### src/hdl/bpt_ram.sv
module bpt_ram #(
  parameter int WIDTH = 32,
  parameter int DEPTH = 16
) (
  input  logic                     clk,
  input  logic                     we,
  input  logic [$clog2(DEPTH)-1:0] waddr,
  input  logic [WIDTH-1:0]         wdata,
  input  logic [$clog2(DEPTH)-1:0] raddr,
  output logic [WIDTH-1:0]         rdata
);
  logic [WIDTH-1:0] mem [DEPTH];
  logic [WIDTH-1:0] rdata_r;

  always_ff @(posedge clk) begin
    if (we) begin
      mem[waddr] <= wdata;
    end
    rdata_r <= mem[raddr];
  end

  assign rdata = rdata_r;
endmodule
### config.mk
export PLATFORM = sky130hd
export DESIGN_NAME = bpt_ram
export DESIGN_NICKNAME = d
export VERILOG_FILES = /design/src/hdl/bpt_ram.sv
export SDC_FILE = /design/constraint.sdc
export NUM_CORES = 1
export LEC_CHECK = 0
export BUFFER_PORTS_ARGS = -buffer_cell sky130_fd_sc_hd__buf_2
export CAP_MARGIN = 30
export CORE_UTILIZATION = 30
export CTS_CLUSTER_SIZE = 24
export DETAILED_ROUTE_END_ITERATION = 16
export PLACE_DENSITY_LB_ADDON = 0.15
export SLEW_MARGIN = 10
export SYNTH_ARGS = -nofsm -noshare
export SYNTH_HDL_FRONTEND = slang
export SYNTH_SLANG_ARGS = --single-unit
### constraint.sdc
create_clock -name clk -period 5.2 [get_ports clk]
set_clock_uncertainty 0.1 [all_clocks]
set_input_delay 1.56 -clock clk [delete_from_list [all_inputs] [get_ports clk]]
set_output_delay 1.56 -clock clk [all_outputs]
set_load 0.005 [all_outputs]
## Word-level counts from Yosys, hierarchy flattened

Memory sizes are Yosys's and may differ from the RTL's. A register that Yosys moved wholly into a read port is not among the register bits.
Index checks and enable logic that the tools add are counted.

- Reductions and logical operators: 0
- Eq/ne operators: 0
- Multipliers: 0
- Bitwise operators: 0
- Muxes and demuxes: 2
- Add/subtract/negate cells: 0
- Shift operators: 0
- Divide/modulo/power cells: 0
- Magnitude comparators: 0

Operators with widths:

| kind | count |
|---|---|
| $mux W1 | 2 |

- Output and inout port bits: 32
- Register bits: 0
- Memory bits (read-only): 0
- Bits in writable memories: 512
- Word-level logic and storage cells: 3
- Memories kept: 1
- Latch bits: 0

Memories:

| memory | depth | width | rd ports | clocked after Yosys merged registers in | write ports | RTL line | text |
|---|---|---|---|---|---|---|---|
| mem | 16 | 32 | 1 | 1 | 1 | 12 | `logic [WIDTH-1:0] mem [DEPTH];` |

## Depth between registers and ports, before layout

- Depth in word-level cells: 2
- Mapped depth: 5
- Mapped depth without buffers: 3

## Worst setup path before layout

No wires, ideal clock.

- Kind: input to register
- Start point: input waddr[2]
- End point: memory mem[0][0], enable pin
- Path buffers: 0
- Library setup time: 0.461 ns
- Slack: 0.360 ns
- Stages on the path: 2
- Arrival time: 4.278 ns
- Required time: 4.639 ns
- Path through: or3b_2 nor3_1

RTL lines:

| item | RTL line | text |
|---|---|---|
| start: declaration | 7 | `input logic [$clog2(DEPTH)-1:0] waddr,` |
| end: declaration | 12 |  |

Straight into the memory's write port.

## Final worst setup path

- Start point: input waddr[3]
- End point: memory mem[5][6], enable pin

Straight into the memory's write port.

==> impl_metrics.yaml <==
cts:
  htree_levels: 2
  clock_sinks: 544
  cts_tree: "done"
  cts_buffers: 59
  clkSlewWorstSetupHoldPaths_ns: 0.06
  cts_root_buf: "clkbuf_16"
  ctsResizeCount: 0
  hold_buffers: 0
  worstSkewPairLatency_ns: 0.62
  cts_setup_buffers: 0
  clock_path_buffers: 3
sta:
  rsz0062_at_grt: "no"
  finalSetupTns_ns: 0
  tightest_slew_ns: 0.851
  setup_viol: 0
  drv_slew: 0
  layout_setup_ws_ns: 2.15
  fin_crit_sh_pct: 58.6
  clock.fmax_mhz: 328
  min_period_ns: 3.05
  hold_viol: 0
  relSlewSlack_pct: 43.1
drt:
  vias_per_cell: 4.79
  wl_per_cell_um: 24.8
  drt_wl_total_um: 46200
  drtPass1Iterations: 5
  final_antenna_net_count: 0
  vias: 8927
  drc: 0
  drt_iter0_markers: 670
worst_setup_path:
  crit_fanout: 18
  crit_required_ns: 5.39
  worst-setup-path-type: "input pin to flip-flop"
  crit_path_start_kind: "input pin"
  arrival_ns: 3.23
  endpoint_kind: "flip-flop"
final_layout:
  mostFrequentLayoutCell: "edfxtp_1"
  antennaDiodeCount: 0
  syn2layout_area_growth_pct: 18.2
  post-route-cell-area_sq_um: 23500
  fin_nets: 1002
  final_util_pct: 36.2
  final_cell_mix: "edfxtp_1 (512), mux4_2 (128), buf_2 (71)"
  drive_above_1_share_pct: 33.9
power_and_ir_drop:
  powerDensity_nw_per_um2: 406
  ir_drop_uv: 255
  leakagePower_nw: 7.47
  design_power_total_mw: 9.54
global_route:
  grt_overflow: 0
  grt_pass1_wl_um: 68100
  grt_util_met2_pct: 21.4
  grt_pass1_vias: 9731
  grt-busiest-layer: "met2"
  grt_max_degree: 44
  gr-usage-met3_pct: 2.39
  grt_util_met1_pct: 21.0
  antenna_found_initial: 4
  grt.total_usage_pct: 14.1
min_path:
  hold_class: "flip-flop to flip-flop"
floorplan:
  die_w_um: 259
  start_util_pct: 30.6
  rows: 93
  pin_count: 74
  coreArea_sq_um: 64900
  die_h_um: 259
  dieArea_sq_um: 67200
logic_synthesis:
  syn-cell-area_sq_um: 19900
  synthesis.instances: 838
  synth-seq-cells: 544
  synthesis.nets: 880
  yosysUniqueCellTypes: 18
  synth_seq_area_share_pct: 80.7
  yosysWarnings: 0
  syn_avg_cell_area_sq_um: 23.7
place:
  hpwl_um: 24900
  numPortBuffers: 73
  routabilityCongestion: 0.671
  dpl_worst_slack_ns: 1.43
  placed_cell_area_sq_um: 21500
run_status:
  status: "completed"
flow_run:
  maxCapViolations: 0
[through the flow]
stage,std cells,hold slack (ns)
after floorplan,838,0.535
after global placement,1752,0.554
after detailed placement,1754,0.560
after CTS,1864,0.571
after global routing,1864,0.595
final,1864,0.568
[area by class of cell]
type,count,area [sq um]
fillers,5963,41500
flip-flops and latches,544,16000
multi-input cells,251,3750
clock buffers,81,1640
well taps,855,1070
repair buffers,104,689
clock inverters,29,313
[worst max-delay path, cell delays in order]
cell      delay (ns)
buf_2           0.11
nand3b_1        0.36
nor2_4          0.77
buf_4           0.41
[metal layers]
layer | up-vias | part of all wire (%)
met5 | - | 0.050
met4 | 4 | 1.9
met3 | 71 | 4.2
met2 | 179 | 46
met1 | 4847 | 48
li1 | 3826 | -
[where the power goes]
part           leakage [nW]  internal [mW]  switching, mW
sequential             4.89           4.90         0.0308
clock                 0.959           2.46           1.71
combinational          1.62          0.181          0.259
[kinds of logic after synthesis]
logic type / Yosys count / synth area share, %
multiplexers: 128 / 14.5
flip-flops: 544 / 80.7
AO/OA/AOI/OAI: 64 / 2.42
AND/OR/NAND/NOR: 59 / 1.27
buffers and inverters: 43 / 1.12
[synth_stat cells (all sizes together)]
library cell / instances / area, sq um
nor2: 13 / 48.8
and2: 1 / 6.26
nand2: 33 / 124
nor3: 4 / 20.0
clkbuf: 17 / 63.8
nand3: 1 / 5.00
nand2b: 2 / 12.5
nor2b: 2 / 12.5
a22oi: 64 / 480
or3b: 1 / 8.76
nand3b: 2 / 15.0
buf: 26 / 159
edfxtp: 512 / 15400
dfxtp: 32 / 641
mux4: 128 / 2880
[sequential cells by signal (all words and copies together), names as in the netlist]
name / count
rdata: 32
mem: 512
[path summary, 6_finish.rpt]
| path | to | slack, ns | from | cells after the start |
|---|---|---|---|---|
| worst min-delay path | rdata[25] | 0.57 | mem[14][25] | 3 |
| worst min register to register | rdata[25] | 0.57 | mem[14][25] | 3 |
| worst max-delay path | mem[5][6] | 2.15 | waddr[3] | 4 |
| worst max register to register | rdata[3] | 3.65 | mem[3][3] | 3 |
No activity file was read; power rests on OpenSTA's default activity.
